$ cat src/hw/rtl/smpr_pkg.sv
// Shared types and constants for the Simpson rule integrator.
// Used by smpr_div, smpr_dp, smpr_ctrl and simpson_rule_integrator_top.
package smpr_pkg;

    localparam int GUARD_BITS = 16;
    localparam int BND_W      = 32;
    localparam int CNT_W      = 11;
    localparam int X_W        = BND_W + GUARD_BITS;
    localparam int HM_W       = 48;
    localparam int DIV_W      = 64;
    localparam int DVS_W      = 12;
    localparam int DCNT_W     = 7;
    localparam int IDX_W      = 12;
    localparam int MCH_W      = 16;
    localparam int MUL_STEPS  = 3;
    localparam int MCNT_W     = 2;
    localparam int PROD_W     = HM_W + DIV_W;

    // divide by three: q = (x * THIRD_MUL) >> THIRD_W, exact for x < 2^THIRD_W
    localparam int          THIRD_W   = BND_W + 1;
    localparam logic [31:0] THIRD_MUL = 32'hAAAA_AAAB;

    localparam logic [1:0] W_ONE  = 2'd0;
    localparam logic [1:0] W_TWO  = 2'd1;
    localparam logic [1:0] W_FOUR = 2'd2;

    typedef struct packed {
        logic signed [BND_W-1:0] lower_bound;
        logic signed [BND_W-1:0] upper_bound;
        logic [CNT_W-1:0]        pair_count;
    } t_in;

    typedef struct packed {
        logic signed [BND_W-1:0] integral_value;
        logic                    overflow;
        logic                    bad_count;
    } t_out;

    typedef enum logic [3:0] {
        S_IDLE,
        S_STEP_GO,
        S_STEP_WAIT,
        S_WALK,
        S_DRAIN,
        S_MUL_LD,
        S_MUL,
        S_THIRD,
        S_FINISH,
        S_DONE
    } t_state;

    typedef struct packed {
        logic load;
        logic div_go;
        logic div_third;
        logic take_step;
        logic walk;
        logic mul_load;
        logic mul_step;
        logic finish;
    } t_cmd;

    typedef struct packed {
        logic count_bad;
        logic div_done;
        logic last_pt;
        logic pipe_busy;
        logic mul_last;
    } t_sts;

endpackage

$ cat src/hw/rtl/smpr_ctrl.sv
// Controller state machine: sequences step division, point walk,
// final multiply and divide by three. Depends on smpr_pkg.
module smpr_ctrl (
    input  logic             i_clk,
    input  logic             i_rst_n,
    input  logic             i_start,
    input  smpr_pkg::t_sts   i_sts,
    output smpr_pkg::t_cmd   o_cmd,
    output logic             o_busy,
    output logic             o_valid
);

    smpr_pkg::t_state r_state;
    smpr_pkg::t_state n_state;

    always_ff @(posedge i_clk) begin
        if (!i_rst_n) begin
            r_state <= smpr_pkg::S_IDLE;
        end else begin
            r_state <= n_state;
        end
    end

    always_comb begin
        n_state = r_state;
        case (r_state)
            smpr_pkg::S_IDLE: begin
                if (i_start) begin
                    n_state = i_sts.count_bad ? smpr_pkg::S_DONE : smpr_pkg::S_STEP_GO;
                end
            end
            smpr_pkg::S_STEP_GO:   n_state = smpr_pkg::S_STEP_WAIT;
            smpr_pkg::S_STEP_WAIT: begin
                if (i_sts.div_done) begin
                    n_state = smpr_pkg::S_WALK;
                end
            end
            smpr_pkg::S_WALK: begin
                if (i_sts.last_pt) begin
                    n_state = smpr_pkg::S_DRAIN;
                end
            end
            smpr_pkg::S_DRAIN: begin
                if (!i_sts.pipe_busy) begin
                    n_state = smpr_pkg::S_MUL_LD;
                end
            end
            smpr_pkg::S_MUL_LD:    n_state = smpr_pkg::S_MUL;
            smpr_pkg::S_MUL: begin
                if (i_sts.mul_last) begin
                    n_state = smpr_pkg::S_THIRD;
                end
            end
            smpr_pkg::S_THIRD:     n_state = smpr_pkg::S_FINISH;
            smpr_pkg::S_FINISH:    n_state = smpr_pkg::S_DONE;
            smpr_pkg::S_DONE:      n_state = smpr_pkg::S_IDLE;
            default:               n_state = smpr_pkg::S_IDLE;
        endcase
    end

    always_comb begin
        o_cmd   = '0;
        o_busy  = 1'b1;
        o_valid = 1'b0;
        case (r_state)
            smpr_pkg::S_IDLE: begin
                o_busy     = 1'b0;
                o_cmd.load = i_start;
            end
            smpr_pkg::S_STEP_GO:   o_cmd.div_go = 1'b1;
            smpr_pkg::S_STEP_WAIT: o_cmd.take_step = i_sts.div_done;
            smpr_pkg::S_WALK:      o_cmd.walk = 1'b1;
            smpr_pkg::S_DRAIN:     o_cmd = '0;
            smpr_pkg::S_MUL_LD:    o_cmd.mul_load = 1'b1;
            smpr_pkg::S_MUL:       o_cmd.mul_step = 1'b1;
            smpr_pkg::S_THIRD:     o_cmd.div_third = 1'b1;
            smpr_pkg::S_FINISH:    o_cmd.finish = 1'b1;
            smpr_pkg::S_DONE:      o_valid = 1'b1;
            default:               o_busy = 1'b0;
        endcase
    end

endmodule

$ cat config.mk
export PLATFORM = sky130hd
export DESIGN_NAME = smpr_ctrl
export DESIGN_NICKNAME = d
export VERILOG_FILES = /design/src/hw/rtl/smpr_pkg.sv /design/src/hw/rtl/smpr_ctrl.sv
export SDC_FILE = /design/constraint.sdc
export NUM_CORES = 1
export LEC_CHECK = 0
export ABC_AREA = 1
export ABC_CLOCK_PERIOD_IN_PS = 3800
export BUFFER_PORTS_ARGS = -buffer_cell sky130_fd_sc_hd__buf_4
export CAP_MARGIN = 20
export CORE_AREA = 4 4 41 43
export CTS_CLUSTER_SIZE = 28
export DETAILED_ROUTE_END_ITERATION = 6
export DIE_AREA = 0 0 45 47
export GPL_ROUTABILITY_DRIVEN = 0
export PLACE_DENSITY = 0.56
export REMOVE_ABC_BUFFERS = 1
export SYNTH_ARGS = -nofsm -noshare
export SYNTH_HDL_FRONTEND = slang
export SYNTH_SLANG_ARGS = --single-unit
export TNS_END_PERCENT = 20
$ cat constraint.sdc
create_clock -name i_clk -period 3.8 [get_ports i_clk]
set_clock_uncertainty 0.2 [all_clocks]
set_input_delay 0.38 -clock i_clk [delete_from_list [all_inputs] [get_ports i_clk]]
set_output_delay 0.38 -clock i_clk [all_outputs]
set_load 0.005 [all_outputs]
==> out/metrics.yaml, run 1 <==
min_path_cells: 3
n_antenna_cell: 0
wl_per_cell_um: 8.72
hp-class: "input port to flip-flop"
ys_types: 14
fin_nets: 96
ioPinCount: 18
post-cts-setup-buffers: 0
powerDensity_mw_per_mm2: 654
netlist_area_um2: 363
post-route-min-period_ps: 1830
fill_cells: 161
synth.avg_cell_area_um2: 5.42
ys_seq_elements: 4
cts_resized: 0
die_y_um: 47
cts-root-buf: "clkbuf_4"
die_w_um: 45
yosysTopAreaCell: "dfxtp_1"
post-place-ws_ps: 2230
grt_setup_unrepaired: "no"
ys_seq_area_share_pct: 22.1
grt-ovfl-total: 0
instances_no_fill: 101
cts_inserted_buffers: 3
largest_register_ffs: 4
status: "finished, final reports clean"
hp-start: "i_rst_n"
pwr-share-clk_pct: 15.3
die_area_mm2: 0.00212
synthToLayoutAreaGrowth_pct: 43.4
grt_pass1_vias: 387
num_vias: 450
clock-sinks: 4
placedCellCount: 98
ant_nets: 0
critical_path.startpoint_type: "flip-flop"
synth_top_area_share_pct: 22.1
top_register: "r_state"
tightest_slew_ps: 258
cp_data_arrival_time_ps: 1250
total_power_uw: 340
routed_wl_um: 881
path_delay_family: "simple AND/OR/NAND/NOR gates"
syn_inst: 67
pwr-share-comb_pct: 60.6
slowest_stage: "dfxtp_1"
switching_share_pct: 46.0
required_ps: 3220
fp-row-count: 13
clk_latency_ps: 240
reg2reg_from: "r_state[3]"
clk_pin_slew_ps: 40
slew_headroom_pct: 82.8
layout-drive-gt1-share_pct: 34.9
cp_num_buf_inv: 2
final_common_cell: "buf_4"
grt_max_degree: 9
netlist_top_cells_area: "dfxtp_1, nand2_1, inv_1"
r2r_slack_ps: 2360
criticalPathCategory: "flip-flop to output pin"
critPathMaxStageDelay_ps: 350
power_switching_uw: 157
max_freq_mhz: 547
cellLeakagePower_uw: 0.000316
port_buffers: 17
fp.coreArea_mm2: 0.00130
seq_power_share_pct: 24.2
setup_viol: 0
reg_top3: "r_state x4"
synth_warnings: 0
grt-busiest-layer: "met2"
hold_end: "r_state[0]"
antenna_found_initial: 0
initial_utilization_pct: 27.9
r2r-end: "r_state[0]"
drt_first_iter_violations: 9
grt.total_usage_pct: 9.32
critPathMaxFanout: 6
tns_ps: 0
cap_violations: 0
tritoncts: "done"
worstPathCellList: "nor2_2 -> inv_2 -> nor4_1 -> buf_4"
ir_worst_vdd_mv: 0.298
cts-hold-fix-buffers: 0
grt_util_met1_pct: 12.0
mostFrequentLayoutCells: "buf_4, nand2_1, inv_1"
timing_hold_violations_final: 0
hpwl_um: 755
grtUsageMet2_pct: 14.1
slew_violations: 0
via_per_inst: 4.46
worst_setup_path_end_kind: "output pin"
p_int_uw: 184
drc: 0
grt_use_met3_pct: 2.30
first_pass_iters: 4
period_share_pct: 48.1
clk_path_buf_depth: 2
fin_ws_ps: 1970
grt_pass1_wl_um: 1430
r2r_cells: 4
htreeDepth: 1
[power groups by stage]
stage / clock (uW) / sequential (uW) / combinational, uW
3_5_place_dp: 0 / 82.3 / 209
2_1_floorplan: 0 / 77.9 / 137
4_1_cts: 55.3 / 81.6 / 210
6_report: 52.0 / 82.2 / 206
5_1_grt: 58.0 / 86.2 / 240
3_3_place_gp: 0 / 82.2 / 210
[per-stage QoR]
stage | hold slack, ps | utilization, % | area [um^2]
after floorplan | 301 | - | 352
after global placement | 373 | 38.3 | 498
after detailed placement | 373 | 38.3 | 498
after CTS | 170 | 40.0 | 520
after global routing | 205 | 40.0 | 520
final | 180 | 40.0 | 520
[cell families (layout without fill, tap and decap cells)]
| logic type | after synthesis | count (layout) | synth area share [%] |
|---|---|---|---|
| AO/OA/AOI/OAI | 5 | 5 | 7.59 |
| AND/OR/NAND/NOR | 40 | 40 | 49.7 |
| buffers and inverters | 18 | 37 | 20.7 |
| flip-flops | 4 | 4 | 22.1 |
[layer usage]
layer  part of all wire [%]  vias up
met5                      0        -
met4                    2.3        0
met3                    6.5        2
met2                     45       11
met1                     46      193
li1                       -      244
[synthesized netlist by cell type]
cell	instances
a21oi_1	2
buf_6	1
dfxtp_1	4
inv_1	11
inv_2	6
nand2_1	14
nand3_1	8
nor2_1	10
nor2_2	3
nor3_1	3
nor3_2	1
nor4_1	1
o211ai_1	1
o21ai_0	2
[final cells by class]
class	instances	area, um^2	area share (%)
inverters	17	63.8	12.3
repair buffers	17	128	24.5
well taps	15	18.8	3.61
flip-flops and latches	4	80.1	15.4
multi-input cells	45	208	39.9
clock buffers	3	22.5	4.33
[worst min-delay path, delay by kind of cell]
family                 cells  cell delay (ps)
AND/OR/NAND/NOR            2              110
buffers and inverters      1               90
[worst max-delay path by stage]
stage               slack, ps  cells after the start        from        to
floorplan                2420                      3  r_state[3]  o_cmd[4]
global placement         2230                      4  r_state[3]  o_cmd[4]
detailed placement       2230                      4  r_state[3]  o_cmd[4]
CTS                      1960                      4  r_state[3]  o_cmd[4]
global route             1890                      5  r_state[0]    o_busy
finish                   1970                      4  r_state[3]  o_cmd[4]
Note: power is estimated with default switching activity, not from simulation.
==> inputs of run 2 (changes only) <==
ABC_CLOCK_PERIOD_IN_PS = 1750   (was 3800)
clock period = 1.75 ns   (was 3.8 ns; I/O delays follow)
==> out/metrics.yaml, run 2 (synthesized netlist as in run 1, its figures left out) <==
grt-ovfl-total: 0  # unchanged
critPathMaxStageDelay_ps: 340  # about the same
final_common_cell: "buf_4"
grt_setup_unrepaired: "no"
grt.total_usage_pct: 9.32  # unchanged
n_antenna_cell: 0  # unchanged
fin_ws_ps: 137  # -1840 ps
largest_register_ffs: 4  # unchanged
port_buffers: 17  # unchanged
drc: 0  # unchanged
tightest_slew_ps: 259  # +0.761 ps
reg_top3: "r_state x4"
post-place-ws_ps: 335  # -1890 ps
fin_nets: 97  # +1.0%
wl_met3_um: 45  # -21%
required_ps: 1370  # -1850 ps
pwr-share-clk_pct: 15.1  # -0.2 points
pwr-share-comb_pct: 60.7  # about the same
setup_viol: 0  # unchanged
ant_nets: 0  # unchanged
cellLeakagePower_uw: 0.000320  # +1.3%
cts_inserted_buffers: 3  # unchanged
die_y_um: 47  # unchanged
initial_utilization_pct: 27.9  # unchanged
max_freq_mhz: 620
post-route-min-period_ps: 1610
slew_violations: 0  # unchanged
critPathMaxFanout: 6  # unchanged
met1_length_um: 388  # -4.7%
worst_setup_path_end_kind: "output pin"
period_share_pct: 92.2
mostFrequentLayoutCells: "buf_4, nand2_1, inv_1"
synthToLayoutAreaGrowth_pct: 46.2
routed_wl_um: 847  # -3.9%
slowest_stage: "dfxtp_1"
seq_power_share_pct: 24.2  # about the same
fp-row-count: 13  # unchanged
cts_resized: 0  # unchanged
first_pass_iters: 2  # -2
via_per_inst: 4.38  # -1.6%
ir_worst_vdd_mv: 0.523  # +76%
drt_first_iter_violations: 3  # -6
fp.coreArea_mm2: 0.00130  # unchanged
antenna_found_initial: 0  # unchanged
placedCellCount: 98  # unchanged
htreeDepth: 1  # unchanged
worstPathCellList: "nor2_2 -> inv_2 -> nor4_1 -> buf_4"
placed_area_um2: 498  # unchanged
instances_no_fill: 102  # +0.99%
top_layer: "met4"
num_vias: 447  # -0.67%
die_area_mm2: 0.00212  # unchanged
cp_data_arrival_time_ps: 1240  # about the same
cts-root-buf: "clkbuf_4"
layout-drive-gt1-share_pct: 34.5  # -0.40 points
critical_path.startpoint_type: "flip-flop"
p_int_uw: 400  # +120%
status: "finished, final reports clean"
clock-sinks: 4  # unchanged
fin_area_um2: 531  # +1.9%
die_w_um: 45  # unchanged
clk_path_buf_depth: 2  # unchanged
slew_headroom_pct: 82.6  # -0.17 points
power_switching_uw: 337  # +110%
clk_pin_slew_ps: 40  # about the same
grt_max_degree: 9  # unchanged
hpwl_um: 738  # -2.2%
powerDensity_mw_per_mm2: 1390  # +110%
top_register: "r_state"
ioPinCount: 18  # unchanged
tns_ps: 0  # unchanged
clk_latency_ps: 230  # about the same
total_power_uw: 737  # +120%
timing_hold_violations_final: 0  # unchanged
cp_num_buf_inv: 2  # unchanged
tritoncts: "done"
met2_length_um: 393  # -0.76%
switching_share_pct: 45.7  # -0.37 points
cap_violations: 0  # unchanged
hp-class: "input port to flip-flop"
grt_pass1_wl_um: 1440  # +0.49%
criticalPathCategory: "flip-flop to output pin"
path_delay_family: "simple AND/OR/NAND/NOR gates"
wl_per_cell_um: 8.30  # -4.8%
grt_pass1_vias: 377  # -2.6%
run 2: path summary, 6_finish.rpt:
path         startpoint          to  slack (ps)  cells past startpoint
max          r_state[3]    o_cmd[4]         140                      4
min            i_sts[4]  r_state[3]         180                      5
max reg2reg  r_state[0]  r_state[1]         320                      7
min reg2reg  r_state[1]  r_state[1]         370                      2
run 2: routing by layer:
metal  global-route usage [%]  up-vias
met2                     13.8        8
li1                         -      250
met5                        0        -
met3                     2.68        2
met1                     12.0      187
met4                     5.26        0
run 2: timing repair:
action / in CTS / in global routing
hold endpoints to repair: 2 / 0
hold buffers: 1 / 0
buffers inserted: 0 / 0
run 2: worst reg2reg max path: cells and delay by family, from the launching register on:
kind / cells / cell delay, ps
DFF: 1 / 450
and+or+nand+nor: 7 / 670
run 2: cell type report:
cell class / instances / area, um^2
Clock buffer: 3 / 22.5
Fill cell: 154 / 771
Inverter: 17 / 63.8
Multi-Input combinational cell: 45 / 208
Sequential cell: 4 / 80.1
Tap cell: 15 / 18.8
Timing Repair Buffer: 18 / 138
run 2: power groups by stage:
stage          clock network, uW  registers [uW]  logic (uW)
2_1_floorplan                  0             169         298
3_3_place_gp                   0             179         458
5_1_grt                      126             187         523
3_5_place_dp                   0             179         454
6_report                     111             178         447
4_1_cts                      118             178         457
run 2: through the flow:
stage / hold WS, ps / utilization [%]
floorplan: 95.7 / -
global placement: 214 / 38.3
detailed placement: 219 / 38.3
CTS: 185 / 40.8
global route: 237 / 40.8
finish: 180 / 40.8
==> inputs of run 3 (changes only) <==
CORE_AREA = 10 10 47 49   (was 4 4 41 43)
DIE_AREA = 0 0 57 59   (was 0 0 45 47)
==> out/metrics.yaml, run 3 (synthesized netlist as in run 1, its figures left out) <==
drc: 0  # unchanged
die_w_um: 57  # +27%
critPathMaxStageDelay_ps: 350  # about the same
htreeDepth: 1  # unchanged
die_area_mm2: 0.00336  # +59%
first_pass_iters: 4  # +2
reg_top3: "r_state x4"
fp-row-count: 14  # +1
worstPathCellList: "nor2_2 -> inv_2 -> nor4_1 -> buf_4"
tritoncts: "done"
top_register: "r_state"
hpwl_um: 871  # +18%
placed_area_um2: 499  # +0.25%
largest_register_ffs: 4  # unchanged
ioPinCount: 18  # unchanged
layout-drive-gt1-share_pct: 34.5  # unchanged
period_share_pct: 90.2  # -2.0 points
fin_area_um2: 532  # +0.24%
drt_first_iter_violations: 3  # unchanged
clk_pin_slew_ps: 30  # about the same
grt-ovfl-total: 0  # unchanged
tightest_slew_ps: 258  # -0.852 ps
synthToLayoutAreaGrowth_pct: 46.6
grt_setup_unrepaired: "no"
die_y_um: 59  # +26%
path_delay_family: "simple AND/OR/NAND/NOR gates"
slew_headroom_pct: 82.6  # about the same
wl_per_cell_um: 9.61  # +16%
reg2reg_from: "r_state[0]"
clk_path_buf_depth: 2  # unchanged
critical_path.startpoint_type: "flip-flop"
clock-sinks: 4  # unchanged
cts-root-buf: "clkbuf_4"
num_vias: 453  # +1.3%
max_freq_mhz: 634  # +2.2%
slowest_stage: "dfxtp_1"
ant_nets: 0  # unchanged
n_antenna_cell: 0  # unchanged
post-route-min-period_ps: 1580  # -34.9 ps
critPathMaxFanout: 6  # unchanged
fin_ws_ps: 172  # +34.9 ps
cts_inserted_buffers: 3  # unchanged
tns_ps: 0  # unchanged
required_ps: 1370  # about the same
mostFrequentLayoutCells: "buf_4, nand2_1, inv_1"
initial_utilization_pct: 25.9  # -2.0 points
cellLeakagePower_uw: 0.000320  # unchanged
powerDensity_mw_per_mm2: 1400  # +0.66%
fill_cells: 168  # +9.1%
cp_num_buf_inv: 2  # unchanged
setup_viol: 0  # unchanged
port_buffers: 17  # unchanged
startpoint: "r_state[3]"
cp_data_arrival_time_ps: 1200  # -40 ps
post-cts-setup-buffers: 0  # unchanged
clk_latency_ps: 230  # about the same
grt_pass1_vias: 405  # +7.4%
status: "finished, final reports clean"
ir_worst_vdd_mv: 0.557  # +6.5%
hp-start: "i_sts[4]"
slew_violations: 0  # unchanged
final_common_cell: "buf_4"
grt_max_degree: 9  # unchanged
routed_wl_um: 990  # +17%
timing_hold_violations_final: 0  # unchanged
antenna_found_initial: 0  # unchanged
fp.coreArea_mm2: 0.00140  # +7.7%
worst_setup_path_end_kind: "output pin"
post-place-ws_ps: 331  # -3.92 ps
criticalPathCategory: "flip-flop to output pin"
via_per_inst: 4.40  # +0.36%
grt_pass1_wl_um: 1570  # +9.1%
hp-class: "input port to flip-flop"
fin_nets: 97  # unchanged
grt.total_usage_pct: 5.78  # -3.5 points
cap_violations: 0  # unchanged
run 3: area by class of cell:
| class | count | area (um^2) | share of cell area (%) |
|---|---|---|---|
| inverter | 17 | 63.8 | 12.0 |
| multi-input combinational | 45 | 208 | 39.1 |
| timing repair buffer | 18 | 138 | 25.9 |
| clock buffer | 3 | 22.5 | 4.24 |
| tap | 16 | 20.0 | 3.76 |
| sequential | 4 | 80.1 | 15.1 |
run 3: timing repair:
| item | 4_1_cts | 5_1_grt |
|---|---|---|
| hold buffers | 1 | 0 |
| hold endpoints to repair | 3 | 0 |
| resized for setup | 0 | 0 |
run 3: layer usage:
metal  routed length [um]  GRT usage, %
met5                    0             0
met4                   14          5.03
met3                   32          1.72
met2                  566          10.2
met1                  377          5.32
run 3: final timing paths:
kind / slack, ps / depth (start not counted) / endpoint
worst max-delay path: 170 / 4 / o_cmd[4]
worst min register to register: 380 / 2 / r_state[1]
worst max register to register: 330 / 7 / r_state[1]
worst min-delay path: 160 / 5 / r_state[3]
run 3: worst min-delay path, cell delays in order:
cell and delay, ps:
buf_4 70, inv_1 30, nor2_1 90, nor3_1 60, nor3_2 130
run 3: power by group:
| part | switching, uW | total, uW | internal (uW) | leakage (uW) |
|---|---|---|---|---|
| Combinational | 254 | 454 | 200 | 0.000274 |
| Clock | 35.0 | 112 | 76.5 | 0.0000138 |
| Sequential | 53.4 | 178 | 125 | 0.0000330 |
| Total | 343 | 743 | 401 | 0.000320 |
run 3: stage by stage:
| stage | hold WS [ps] | total power, uW | util, % | std cells |
|---|---|---|---|---|
| after floorplan | 95.7 | 468 | - | 66 |
| after global placement | 217 | 644 | 35.6 | 99 |
| after detailed placement | 223 | 639 | 35.6 | 99 |
| after CTS | 172 | 759 | 37.9 | 103 |
| after global routing | 227 | 833 | 37.9 | 103 |
| final | 163 | 743 | 37.9 | 103 |
